$ cat config.mk
export PLATFORM = sky130hd
export DESIGN_NAME = wavetable_synth_voice_mux
export DESIGN_NICKNAME = d
export VERILOG_FILES = /design/src/hdl/wsvm_pkg.sv /design/src/hdl/wavetable_synth_voice_mux.sv /design/src/hdl/wsvm_ram.sv /design/src/hdl/wsvm_ctrl.sv /design/src/hdl/wsvm_dp.sv
export SDC_FILE = /design/constraint.sdc
export NUM_CORES = 2
export LEC_CHECK = 0
export BUFFER_PORTS_ARGS = -buffer_cell sky130_fd_sc_hd__buf_2
export CORE_ASPECT_RATIO = 0.5
export CORE_MARGIN = 10
export CORE_UTILIZATION = 45
export CTS_CLUSTER_SIZE = 10
export DETAILED_ROUTE_END_ITERATION = 7
export PLACE_DENSITY = 0.68
export RECOVER_POWER = 50
export SLEW_MARGIN = 40
export SYNTH_ARGS = -nofsm -noshare
export SYNTH_HDL_FRONTEND = slang
export SYNTH_SLANG_ARGS = --single-unit
$ cat constraint.sdc
create_clock -name clk -period 12 [get_ports clk]
set_clock_uncertainty 0.2 [all_clocks]
set_input_delay 0 -clock clk [delete_from_list [all_inputs] [get_ports clk]]
set_output_delay 0 -clock clk [all_outputs]
set_load 0.01 [all_outputs]
$ cat src/hdl/wsvm_pkg.sv
// shared types and constants for the wavetable voice mux
// no dependencies
`timescale 1ns / 1ps
package wsvm_pkg;

	localparam int NUM_VOICES_DEF  = 8;
	localparam int SLOT_CYCLES_DEF = 15;
	localparam int RAM_BYTES_DEF   = 128;

	localparam int ADDR_W  = 7;
	localparam int VOICE_W = 3;
	localparam int MAX_VOICES = 8;

	localparam logic [ADDR_W-1:0] ACTIVE_ADDR = 7'h7F;

	// request kinds carried on tuser
	localparam logic [1:0] REQ_TICK = 2'd0;
	localparam logic [1:0] REQ_WR   = 2'd1;
	localparam logic [1:0] REQ_ADDR = 2'd2;
	localparam logic [1:0] REQ_RD   = 2'd3;

	// byte index within a voice's register block
	localparam logic [2:0] VR_FREQ_LO  = 3'd0;
	localparam logic [2:0] VR_PHASE_LO = 3'd1;
	localparam logic [2:0] VR_FREQ_MID = 3'd2;
	localparam logic [2:0] VR_PHASE_MID = 3'd3;
	localparam logic [2:0] VR_FREQ_HI  = 3'd4;
	localparam logic [2:0] VR_PHASE_HI = 3'd5;
	localparam logic [2:0] VR_OFFSET   = 3'd6;
	localparam logic [2:0] VR_VOLUME   = 3'd7;

	typedef enum logic [2:0] {
		S_IDLE,
		S_READ,
		S_DIV,
		S_FETCH,
		S_MUL,
		S_DONE
	} state_t;

	typedef struct packed {
		logic accept;
		logic cap_read;
		logic div_step;
		logic fetch;
		logic mul;
		logic out_load;
	} cmd_t;

	typedef struct packed {
		logic is_read;
		logic is_run;
		logic div_last;
		logic out_free;
	} status_t;

endpackage

$ cat src/hdl/wavetable_synth_voice_mux.sv
// eight-voice time-multiplexed wavetable sound block, top level
// writes, address loads and plain ticks go from input transfer straight to the output register,
// data port reads first capture the ram byte, and a tick that starts a slot of a running voice
// takes 9 steps of the bit-serial phase modulo unit, then ram fetch and multiply
// throughput: one item at a time; the next is accepted only after the output register is loaded
// reset: asynchronous, ram reads as zero until written, voice regs at defaults
// depends on wsvm_pkg, wsvm_ctrl, wsvm_dp
`timescale 1ns / 1ps
module wavetable_synth_voice_mux
	import wsvm_pkg::*;
#(
	parameter int NUM_VOICES  = NUM_VOICES_DEF,
	parameter int SLOT_CYCLES = SLOT_CYCLES_DEF,
	parameter int RAM_BYTES   = RAM_BYTES_DEF
) (
	input  logic        clk,
	input  logic        arst_n,
	input  logic        s_tvalid,
	output logic        s_tready,
	input  logic [7:0]  s_tdata,   // wdata[7:0]
	input  logic [1:0]  s_tuser,   // req_type[1:0]
	output logic        m_tvalid,
	input  logic        m_tready,
	output logic [23:0] m_tdata,   // read_data[7:0], dac_value[15:8], dac_channel[18:16]
	output logic [1:0]  m_tuser    // read_valid[0], slot_start[1]
);

	cmd_t    cmd;
	status_t st;
	logic [7:0] rd_data;
	logic       rd_valid;
	logic [7:0] dac_value;
	logic [2:0] dac_channel;
	logic       slot_start;

	wsvm_ctrl u_ctrl (
		.clk      (clk),
		.arst_n   (arst_n),
		.in_valid (s_tvalid),
		.in_ready (s_tready),
		.st       (st),
		.cmd      (cmd)
	);

	wsvm_dp #(
		.NUM_VOICES  (NUM_VOICES),
		.SLOT_CYCLES (SLOT_CYCLES),
		.RAM_BYTES   (RAM_BYTES)
	) u_dp (
		.clk             (clk),
		.arst_n          (arst_n),
		.cmd             (cmd),
		.st              (st),
		.in_req          (s_tuser),
		.in_byte         (s_tdata),
		.out_valid       (m_tvalid),
		.out_ready       (m_tready),
		.out_read_data   (rd_data),
		.out_read_valid  (rd_valid),
		.out_dac_value   (dac_value),
		.out_dac_channel (dac_channel),
		.out_slot_start  (slot_start)
	);

	assign m_tdata = {5'd0, dac_channel, dac_value, rd_data};
	assign m_tuser = {slot_start, rd_valid};

endmodule

$ cat src/hdl/wsvm_ram.sv
// generic single-port-write ram with registered read
// no dependencies
`timescale 1ns / 1ps
module wsvm_ram #(
	parameter int WIDTH = 8,
	parameter int DEPTH = 128
) (
	input  logic                     clk,
	input  logic                     we,
	input  logic [$clog2(DEPTH)-1:0] waddr,
	input  logic [WIDTH-1:0]         wdata,
	input  logic [$clog2(DEPTH)-1:0] raddr,
	output logic [WIDTH-1:0]         rdata
);

	logic [WIDTH-1:0] mem [DEPTH];

	always_ff @(posedge clk) begin
		if (we) begin
			mem[waddr] <= wdata;
		end
		rdata <= mem[raddr];
	end

endmodule

$ cat src/hdl/wsvm_ctrl.sv
// sequencing state machine for the wavetable voice mux
// depends on wsvm_pkg
`timescale 1ns / 1ps
module wsvm_ctrl
	import wsvm_pkg::*;
(
	input  logic    clk,
	input  logic    arst_n,
	input  logic    in_valid,
	output logic    in_ready,
	input  status_t st,
	output cmd_t    cmd
);

	state_t state_q, state_d;

	always_ff @(posedge clk or negedge arst_n) begin
		if (!arst_n) begin
			state_q <= S_IDLE;
		end else begin
			state_q <= state_d;
		end
	end

	always_comb begin
		state_d = state_q;
		case (state_q)
			S_IDLE: begin
				if (in_valid) begin
					if (st.is_read) state_d = S_READ;
					else if (st.is_run) state_d = S_DIV;
					else state_d = S_DONE;
				end
			end
			S_READ:  state_d = S_DONE;
			S_DIV: begin
				if (st.div_last) state_d = S_FETCH;
			end
			S_FETCH: state_d = S_MUL;
			S_MUL:   state_d = S_DONE;
			S_DONE: begin
				if (st.out_free) state_d = S_IDLE;
			end
			default: state_d = S_IDLE;
		endcase
	end

	always_comb begin
		cmd = '0;
		in_ready = 1'b0;
		case (state_q)
			S_IDLE: begin
				in_ready = 1'b1;
				cmd.accept = in_valid;
			end
			S_READ:  cmd.cap_read = 1'b1;
			S_DIV:   cmd.div_step = 1'b1;
			S_FETCH: cmd.fetch = 1'b1;
			S_MUL:   cmd.mul = 1'b1;
			S_DONE:  cmd.out_load = st.out_free;
			default: cmd = '0;
		endcase
	end

	a_div_to_fetch: assert property (@(posedge clk) disable iff (!arst_n)
		(state_q == S_DIV && st.div_last) |=> state_q == S_FETCH)
		else $error("divider did not hand over to fetch");
	a_fetch_to_mul: assert property (@(posedge clk) disable iff (!arst_n)
		(state_q == S_FETCH) |=> state_q == S_MUL)
		else $error("fetch not followed by multiply");
	a_read_done: assert property (@(posedge clk) disable iff (!arst_n)
		(cmd.accept && st.is_read) |=> (state_q == S_READ && cmd.cap_read))
		else $error("read transfer did not capture ram data");

endmodule

$ cat src/hdl/wsvm_dp.sv
// datapath: port registers, voice registers, wave ram, modulo unit, dac
// depends on wsvm_pkg and wsvm_ram
`timescale 1ns / 1ps
module wsvm_dp
	import wsvm_pkg::*;
#(
	parameter int NUM_VOICES  = NUM_VOICES_DEF,
	parameter int SLOT_CYCLES = SLOT_CYCLES_DEF,
	parameter int RAM_BYTES   = RAM_BYTES_DEF
) (
	input  logic        clk,
	input  logic        arst_n,
	input  cmd_t        cmd,
	output status_t     st,
	input  logic [1:0]  in_req,
	input  logic [7:0]  in_byte,
	output logic        out_valid,
	input  logic        out_ready,
	output logic [7:0]  out_read_data,
	output logic        out_read_valid,
	output logic [7:0]  out_dac_value,
	output logic [2:0]  out_dac_channel,
	output logic        out_slot_start
);

	logic [ADDR_W-1:0]  port_addr_q;
	logic               auto_inc_q;
	logic [17:0]        freq_q  [MAX_VOICES];
	logic [23:0]        phase_q [MAX_VOICES];
	logic [8:0]         len_q   [MAX_VOICES];
	logic [7:0]         off_q   [MAX_VOICES];
	logic [3:0]         vol_q   [MAX_VOICES];
	logic [2:0]         active_q;
	logic [3:0]         slot_q;
	logic [VOICE_W-1:0] cur_q;
	logic [7:0]         dac_q;
	logic [VOICE_W-1:0] dvoice_q;
	logic [RAM_BYTES-1:0] ram_vld_q;
	logic               rvld_s1;
	logic [VOICE_W-1:0] vidx_q;
	logic [8:0]         hi_q;
	logic [15:0]        lo_q;
	logic [8:0]         rem_q;
	logic [3:0]         cnt_q;
	logic               odd_q;
	logic [7:0]         rd_q;
	logic               rv_q;
	logic               start_q;

	logic [ADDR_W-1:0]  raddr;
	logic [7:0]         rdata;
	logic [7:0]         rbyte;
	logic               we;
	logic [2:0]         wv;
	logic [2:0]         wk;
	logic               slot0;
	logic [24:0]        sum;
	logic [9:0]         r10;
	logic [8:0]         r_next;
	logic [7:0]         samp_addr;
	logic [3:0]         nib;
	logic [3:0]         slot_inc;
	logic [VOICE_W-1:0] next_voice;

	assign we    = cmd.accept && in_req == REQ_WR;
	assign wv    = port_addr_q[5:3];
	assign wk    = port_addr_q[2:0];
	assign slot0 = slot_q == 4'd0;
	assign sum   = 25'(phase_q[cur_q]) + 25'(freq_q[cur_q]);

	assign st.is_read  = in_req == REQ_RD;
	assign st.is_run   = in_req == REQ_TICK && slot0 && freq_q[cur_q] != 18'd0;
	assign st.div_last = cnt_q == 4'd8;
	assign st.out_free = !out_valid || out_ready;

	// one restoring step of (phase + freq) >> 16 modulo length
	assign r10    = {rem_q, hi_q[8]};
	assign r_next = (r10 >= {1'b0, len_q[vidx_q]}) ? 9'(r10 - {1'b0, len_q[vidx_q]})
		: r10[8:0];

	assign samp_addr = rem_q[7:0] + off_q[vidx_q];
	assign raddr     = cmd.fetch ? samp_addr[7:1] : port_addr_q;
	assign rbyte     = rvld_s1 ? rdata : 8'd0;
	assign nib       = odd_q ? rbyte[7:4] : rbyte[3:0];
	assign slot_inc  = slot_q + 4'd1;

	always_comb begin
		if (cur_q == '0 || 4'(cur_q) + 4'(active_q) < 4'(NUM_VOICES)) begin
			next_voice = VOICE_W'(NUM_VOICES - 1);
		end else begin
			next_voice = cur_q - 1'b1;
		end
	end

	wsvm_ram #(.WIDTH(8), .DEPTH(RAM_BYTES)) u_ram (
		.clk   (clk),
		.we    (we),
		.waddr (port_addr_q),
		.wdata (in_byte),
		.raddr (raddr),
		.rdata (rdata)
	);

	always_ff @(posedge clk or negedge arst_n) begin
		if (!arst_n) begin
			port_addr_q <= '0;
			auto_inc_q  <= 1'b0;
			active_q    <= '0;
			slot_q      <= '0;
			cur_q       <= VOICE_W'(NUM_VOICES - 1);
			dac_q       <= '0;
			dvoice_q    <= VOICE_W'(NUM_VOICES - 1);
			ram_vld_q   <= '0;
			rvld_s1     <= 1'b0;
			out_valid   <= 1'b0;
			for (int i = 0; i < MAX_VOICES; i++) begin
				freq_q[i]  <= '0;
				phase_q[i] <= '0;
				len_q[i]   <= 9'd256;
				off_q[i]   <= '0;
				vol_q[i]   <= '0;
			end
		end else begin
			rvld_s1 <= ram_vld_q[raddr];
			if (cmd.accept) begin
				case (in_req)
					REQ_TICK: begin
						if (slot0) begin
							dvoice_q <= cur_q;
							if (freq_q[cur_q] == 18'd0) dac_q <= '0;
						end
						if (slot_inc >= 4'(SLOT_CYCLES)) begin
							slot_q <= '0;
							cur_q  <= next_voice;
						end else begin
							slot_q <= slot_inc;
						end
					end
					REQ_WR: begin
						ram_vld_q[port_addr_q] <= 1'b1;
						if (port_addr_q[6] && 4'(wv) < 4'(NUM_VOICES)) begin
							case (wk)
								VR_FREQ_LO:   freq_q[wv][7:0]    <= in_byte;
								VR_PHASE_LO:  phase_q[wv][7:0]   <= in_byte;
								VR_FREQ_MID:  freq_q[wv][15:8]   <= in_byte;
								VR_PHASE_MID: phase_q[wv][15:8]  <= in_byte;
								VR_FREQ_HI: begin
									freq_q[wv][17:16] <= in_byte[1:0];
									len_q[wv] <= 9'd256 - {1'b0, in_byte[7:2], 2'b00};
								end
								VR_PHASE_HI:  phase_q[wv][23:16] <= in_byte;
								VR_OFFSET:    off_q[wv]          <= in_byte;
								VR_VOLUME:    vol_q[wv]          <= in_byte[3:0];
								default:      vol_q[wv]          <= in_byte[3:0];
							endcase
						end
						if (port_addr_q == ACTIVE_ADDR) active_q <= in_byte[6:4];
						if (auto_inc_q) port_addr_q <= port_addr_q + 1'b1;
					end
					REQ_ADDR: begin
						port_addr_q <= in_byte[6:0];
						auto_inc_q  <= in_byte[7];
					end
					REQ_RD: begin
						if (auto_inc_q) port_addr_q <= port_addr_q + 1'b1;
					end
					default: ;
				endcase
			end
			if (cmd.fetch) begin
				phase_q[vidx_q] <= {rem_q[7:0], lo_q};
			end
			if (cmd.mul) begin
				dac_q <= 8'(nib) * 8'(vol_q[vidx_q]);
			end
			if (cmd.out_load) begin
				out_valid <= 1'b1;
			end else if (out_ready) begin
				out_valid <= 1'b0;
			end
		end
	end

	// working registers of one item, no reset needed
	always_ff @(posedge clk) begin
		if (cmd.accept) begin
			vidx_q  <= cur_q;
			hi_q    <= sum[24:16];
			lo_q    <= sum[15:0];
			rem_q   <= '0;
			cnt_q   <= '0;
			rd_q    <= '0;
			rv_q    <= in_req == REQ_RD;
			start_q <= in_req == REQ_TICK && slot0;
		end
		if (cmd.div_step) begin
			rem_q <= r_next;
			hi_q  <= {hi_q[7:0], 1'b0};
			cnt_q <= cnt_q + 4'd1;
		end
		if (cmd.fetch) begin
			odd_q <= rem_q[0];
		end
		if (cmd.cap_read) begin
			rd_q <= rbyte;
		end
		if (cmd.out_load) begin
			out_read_data   <= rd_q;
			out_read_valid  <= rv_q;
			out_dac_value   <= dac_q;
			out_dac_channel <= dvoice_q;
			out_slot_start  <= start_q;
		end
	end

	a_rem_below_len: assert property (@(posedge clk) disable iff (!arst_n)
		cmd.fetch |-> rem_q < len_q[vidx_q])
		else $error("phase remainder not below wave length");
	a_dac_range: assert property (@(posedge clk) disable iff (!arst_n)
		out_valid |-> out_dac_value <= 8'd225)
		else $error("dac level out of range");
	a_slot_range: assert property (@(posedge clk) disable iff (!arst_n)
		slot_q < 4'(SLOT_CYCLES))
		else $error("slot counter past slot length");

endmodule

Word-level counts from Yosys, hierarchy flattened

Memory sizes are Yosys's and may differ from the RTL's. A register that Yosys moved wholly into a read port is not among the register bits.
Cells that the tools add are included.
Widths: inputs -> output; s select.

Bits in registers: 739
Bits in writable memories: 1024
Bits of input ports: 14
Output and inout bits: 28
Memories: 1

Memories:

| name           | words | bits a word | rd ports | clocked after memory_dff | wr ports | line           | RTL |
|---|---|---|---|---|---|---|---|
| u_dp.u_ram.mem | 128   | 8           | 1        | 1                        | 1        | wsvm_ram.sv:16 | `logic [WIDTH-1:0] mem [DEPTH];` |

$add $sub $neg: 9
$mul: 1
$lt $le $gt $ge: 11
Equality and inequality tests: 21
Mux-type cells: 93
Bitwise gates (word level): 4
Reductions and logical operators: 40

Operators with widths:

| operator         | count |
|---|---|
| $bwmux 192       | 4 |
| $mux 192         | 4 |
| $pmux 192 s3     | 1 |
| $bwmux 144       | 3 |
| $pmux 144 s3     | 1 |
| $demux 24 s3     | 4 |
| $demux 18 s3     | 3 |
| $or 128x128->128 | 1 |
| $mux 8           | 13 |
| $mux 24          | 4 |
| $bmux 24 s3      | 1 |
| $bwmux 72        | 1 |
| $mux 9           | 8 |
| $bwmux 64        | 1 |
| $bmux 18 s3      | 1 |
| $mux 18          | 3 |
| $bwmux 32        | 1 |
| $mux 16          | 2 |
| $mux 4           | 7 |
| $bmux 9 s3       | 1 |
| $demux 9 s3      | 1 |
| $add 24x18->25   | 1 |
| $bmux 8 s3       | 1 |
| $demux 8 s3      | 1 |
| 47 further kinds | 111 |

Logic depth before layout (Yosys ltp)

Depth in word-level cells: 12
Depth in mapped cells: 22
Gate-level depth less buffers: 16

Modules after synthesis

A second synthesis with hierarchy kept.

Cells, all modules: 4988
Area, all modules: 76350.7 um^2

Modules (own cells, without submodules):

| module                    | times used | cells each | area an instance (um^2) |
|---|---|---|---|
| wsvm_ram                  | 1          | 1635       | 39665.5 |
| wsvm_dp                   | 1          | 3318       | 36422.4 |
| wsvm_ctrl                 | 1          | 27         | 206.4 |
| wavetable_synth_voice_mux | 1          | 8          | 56.3 |

Worst setup path after synthesis

Ideal clock, no wire load.

Path type: reg2reg
Start point: register u_dp.cur_q[1]
End point: register u_dp.hi_q[6] (data pin)
Arrival time: 5031 ps
Slack: 6500 ps
Stages on the path, launching flop included: 22
Path buffers: 6
Path through: dfstp_2 buf_6 buf_2 buf_1 buf_2 buf_1 clkbuf_1 mux4_2 mux2_2 ha_1 inv_1 fa_1 inv_1 a21oi_1 o21bai_1 a31oi_1 o2111ai_1 or3b_2 a31oi_1 nand2b_1 xnor2_1 o21ai_0

Longest elaborated chain between the ends: 7

Ends and longest elaborated chain:

| item                                                                         | line           | RTL |
|---|---|---|
| from (decl)                                                                  | wsvm_dp.sv:35  | `logic [VOICE_W-1:0] cur_q;` |
| from (signal assigned)                                                       | wsvm_dp.sv:110 | `cur_q <= VOICE_W'(NUM_VOICES - 1);` |
| from (signal assigned)                                                       | wsvm_dp.sv:134 | `cur_q <= next_voice;` |
| $not 3->4 (implied by the code) (*)                                          | wsvm_dp.sv:69  | `assign sum = 25'(phase_q[cur_q]) + 25'(freq_q[cur_q]);` |
| $bmux 24 s3 / $bmux 18 s3 (equally long branches)                            | wsvm_dp.sv:69  |  |
| $mux 24 (implied by the code) / $mux 18 (equally long branches) (2 in a row) | wsvm_dp.sv:69  |  |
| $add 24x18->25 (*)                                                           | wsvm_dp.sv:69  |  |
| $mux 9 (*)                                                                   | wsvm_dp.sv:186 | `if (cmd.accept) begin` |
| $mux 9 (*)                                                                   | wsvm_dp.sv:196 | `if (cmd.div_step) begin` |
| to (signal assigned)                                                         | wsvm_dp.sv:188 | `hi_q <= sum[24:16];` |
| to (signal assigned)                                                         | wsvm_dp.sv:198 | `hi_q <= {hi_q[7:0], 1'b0};` |
| to (decl)                                                                    | wsvm_dp.sv:41  | `logic [8:0] hi_q;` |

Mark *: on every way between the ends. The rest lies on a longest branch, timed or not. The select of a mux whose other input is x is not followed.
A chain may end at the register's enable or synchronous reset.

Worst setup path in the final report

Start point: input port s_tdata[0]
End point: register u_dp.phase_q[0] (netlist name)

Longest elaborated chain between the ends: 7

Ends and longest elaborated chain:

| item                            | line                            | RTL |
|---|---|---|
| from (decl)                     | wavetable_synth_voice_mux.sv:20 | `input logic [7:0] s_tdata,` |
| $bwmux 192 (*)                  | wsvm_dp.sv:144                  | `VR_PHASE_LO: phase_q[wv][7:0] <= in_byte;` |
| $pmux 192 s3 (*)                | wsvm_dp.sv:142                  | `case (wk)` |
| $mux 192 (*)                    | wsvm_dp.sv:141                  | `if (port_addr_q[6] && 4'(wv) < 4'(NUM_VOICES)) begin` |
| $mux 192 (*)                    | wsvm_dp.sv:126                  | `case (in_req)` |
| $mux 192 (*)                    | wsvm_dp.sv:125                  | `if (cmd.accept) begin` |
| $bwmux 192                      | wsvm_dp.sv:171                  | `phase_q[vidx_q] <= {rem_q[7:0], lo_q};` |
| $mux 192 (*)                    | wsvm_dp.sv:170                  | `if (cmd.fetch) begin` |
| to (signal, indexed assignment) | wsvm_dp.sv:144                  |  |
| to (signal, indexed assignment) | wsvm_dp.sv:146                  | `VR_PHASE_MID: phase_q[wv][15:8] <= in_byte;` |
| to (signal, indexed assignment) | wsvm_dp.sv:171                  |  |
| to (decl)                       | wsvm_dp.sv:29                   | `logic [23:0] phase_q [MAX_VOICES];` |

Mark *: on every way between the ends. The rest lies on a longest branch, timed or not.

==> results_dict.tcl <==
set metrics [dict create \
    status "finished with violations" \
    failed_checks "DRC, capacitance limit, slew limit" \
    port_buffers 36 \
    ys_seq_area_share_pct 63.2 \
    drtIter0Drc 7957 \
    area_growth_pct 11.1 \
    dr.pass1.iters 8 \
    leakagePower_nw 32.6 \
    power_density_nw_per_um2 197 \
    synth_ff_type "edfxtp_1" \
    io_pins 42 \
    layout.cells.non_filler 8887 \
    clkPwrFrac_pct 32.1 \
    synth_common_cells "nand2_1 (1111), edfxtp_1 (1096), dfrtp_1 (636)" \
    dp_cells 8501 \
    placed_area_um2 81000 \
    tightestPinTransition_ps 6160 \
    drc_errors 2 \
    relSlewSlack_pct -310 \
    slew_violations 1823 \
    synth_cells 6511 \
    synth_top_area_share_pct 42.2 \
    finalSetupTns_ps 0 \
    clock_sinks 1755 \
    syn_area_um2 78100 \
    synth_top_cell_by_area "edfxtp_1" \
    cts_buffers 193 \
    drive_gt1_share_pct 15.3 \
    ant_nets 0 \
    rsz0062_at_grt "false" \
    cts_resized 0 \
    fin_util_pct 50.6 \
    final-setup-viol-count 0 \
    grt_pass1_vias 53200 \
    globalplace.congestion 0.906 \
    crit_path_start_kind "input pin" \
    clk-insertion-delay-late_ps 840 \
    final_area_um2 86800 \
    p_sw_share_pct 35.9 \
    power.switching_w 0.00614 \
    vias_per_cell 6.23 \
    pre_cts_slack_ps 5420 \
    peakVddDrop_mv 0.210 \
    grt_start_max_net_pins 175 \
    postCtsHoldBufs 26 \
    synthTopCellsByArea "edfxtp_1 (42%), dfrtp_1 (20%), nand2_1 (5.3%)" \
    die_width_um 609 \
    criticalPathCategory "input pin to flip-flop" \
    grt_first_pass_wirelength_um 347000 \
    nFillCells 14600 \
    final_nets 6513 \
    p_int_w 0.0110 \
    route.detailed.wl_per_inst_um 26.3 \
    synth_edf_count 1096 \
    die_area_um2 192000 \
    fmaxAchievable_mhz 119 \
    finalHoldViolations 0 \
    seqPwrFrac_pct 39.6 \
    cp-end-kind "flip-flop" \
    regArea_um2 49400 \
    hold_path_class "input pin to flip-flop" \
    clkTransAtPathRegs_ps 60 \
    path_max_fanout 113 \
    routed_wl_um 234000 \
    dieHeight_um 315 \
    avgSynthCellArea_um2 12.0 \
    setup_slack_ps 3570 \
    clock-root-buffer "clkbuf_16" \
    hpwl_um 143000 \
    core_um2 171000 \
    multi_input_area_um2 27200 \
    p_comb_share_pct 28.3 \
    cts_tree "built" \
    htreeDepth 4 \
    cp.arrival_ps 8980 \
    clock_path_buffers 3 \
    critPathRequiredTime_ps 12550 \
    grt.total_usage_pct 23.6 \
    period_minus_slack_ps 8430 \
    ys_ff_latch 1755 \
    initial_core_util_pct 45.6 \
    gr-total-overflow 0 \
    yosysMostFrequentCell "nand2_1" \
    max_cap_viol_count 32 \
    ys_warn_count 0 \
    period_share_pct 70.2 \
    rows 107 \
    post_cts_buffers 0 \
    synthArstFlopShare_pct 37.0 \
    ys_types 87 \
    antenna_found_initial 10 \
    vias 55400 \
]
state kept, by name, indices dropped and copies added (netlist names), 16 cells and up:
register / cells
u_dp.u_ram.mem: 1024
u_dp.lo_q: 16
u_dp.phase_q: 192
u_dp.len_q: 56
u_dp.freq_q: 144
u_dp.vol_q: 32
u_dp.ram_vld_q: 128
u_dp.off_q: 64
routing by layer:
layer / vias up / share of wire (%) / global-route usage [%]
li1: 24000 / - / -
met5: - / 0.028 / 0
met4: 10 / 3.9 / 8.98
met1: 27600 / 40 / 32.2
met3: 543 / 11 / 6.02
met2: 3256 / 45 / 36.2
final timing paths:
path                                                    start                               to  slack (ps)  cells after the start
worst max register to register  u_ctrl.state_q[2]$_DFFE_PN0P_           u_dp.rvld_s1$_DFF_PN0_        4410                     14
worst min register to register     u_dp.rd_q[3]$_SDFFCE_PN0P_  u_dp.out_read_data[3]$_DFFE_PP_         220                      0
worst max-delay path                               s_tdata[0]        u_dp.phase_q[0]$_DFF_PN0_        3570                      7
min in group asynchronous                              arst_n      u_dp.freq_q[97]$_DFFE_PN0P_        1220                      5
worst min-delay path                                 s_tvalid    u_ctrl.state_q[0]$_DFFE_PN0P_         100                      5
max in group asynchronous                              arst_n   u_dp.ram_vld_q[82]$_DFFE_PN0P_        4130                      9
cells by family after synthesis:
| logic type | share of synthesized area (%) |
|---|---|
| and+or+nand+nor | 13.8 |
| DFF | 63.2 |
| AOI/OAI and AO/OA | 10.3 |
| buffers and inverters | 2.64 |
| muxes | 8.49 |
| adders and majority gates | 1.10 |
| xor gates and xnor gates | 0.415 |
| other | 0.00480 |
cell usage in the layout (no fill, tap or decap), types with 10 or more instances in the layout:
cell type         n
ha_1             58
xnor2_1          24
mux4_2           90
mux2i_1         133
a31oi_1          53
mux2_2          272
and4_1           17
nor2_1          235
clkbuf_1        199
buf_4           103
nand4_1          21
nor3_1           52
a22oi_1         254
or2_2           134
nor2_2          118
nor4_1           16
a21oi_1         286
and3_1           40
xor2_1           12
nand2b_1         17
nand2_1        1109
o31ai_1          10
inv_1            30
dlygate4sd3_1    23
nand3_1         530
or3_1            39
a221o_1          72
a21o_1           10
a32oi_1          39
a221oi_1         31
edfxtp_1       1096
a311oi_1         11
dfstp_2          11
o21ai_0         290
dfrtp_1         636
clkbuf_16       196
nor2b_1          12
o22ai_1          36
o211ai_1         22
metrics by stage:
step           hold slack [ps]  power, W
5_1_grt                   97.7    0.0177
3_3_place_gp             -42.6    0.0115
6_report                   102    0.0171
2_1_floorplan             -496   0.00957
4_1_cts                   12.3    0.0170
3_5_place_dp              -319    0.0116
worst max-delay path: stages:
cell and delay (ps):
dlygate4sd3_1 520, clkbuf_1 4230, clkbuf_1 3120, o21ai_0 430
a21oi_1 300, a21oi_1 50, o21ai_0 140
final cells by class:
type | count | area share, %
Tap cell | 2289 | 3.30
Antenna cell | 8 | 0.0231
Clock buffer | 339 | 6.28
Timing Repair Buffer | 200 | 1.68
Sequential cell | 1755 | 56.9
Multi-Input combinational cell | 4249 | 31.4
Clock inverter | 12 | 0.275
Inverter | 35 | 0.151
power by group through the flow:
stage	clock network [W]	logic (W)	registers (W)
floorplan	0	0.00279	0.00678
global placement	0	0.00462	0.00688
detailed placement	0	0.00469	0.00688
CTS	0.00553	0.00472	0.00677
global route	0.00579	0.00508	0.00680
finish	0.00550	0.00484	0.00679
Power figures use the tool's default switching activity.
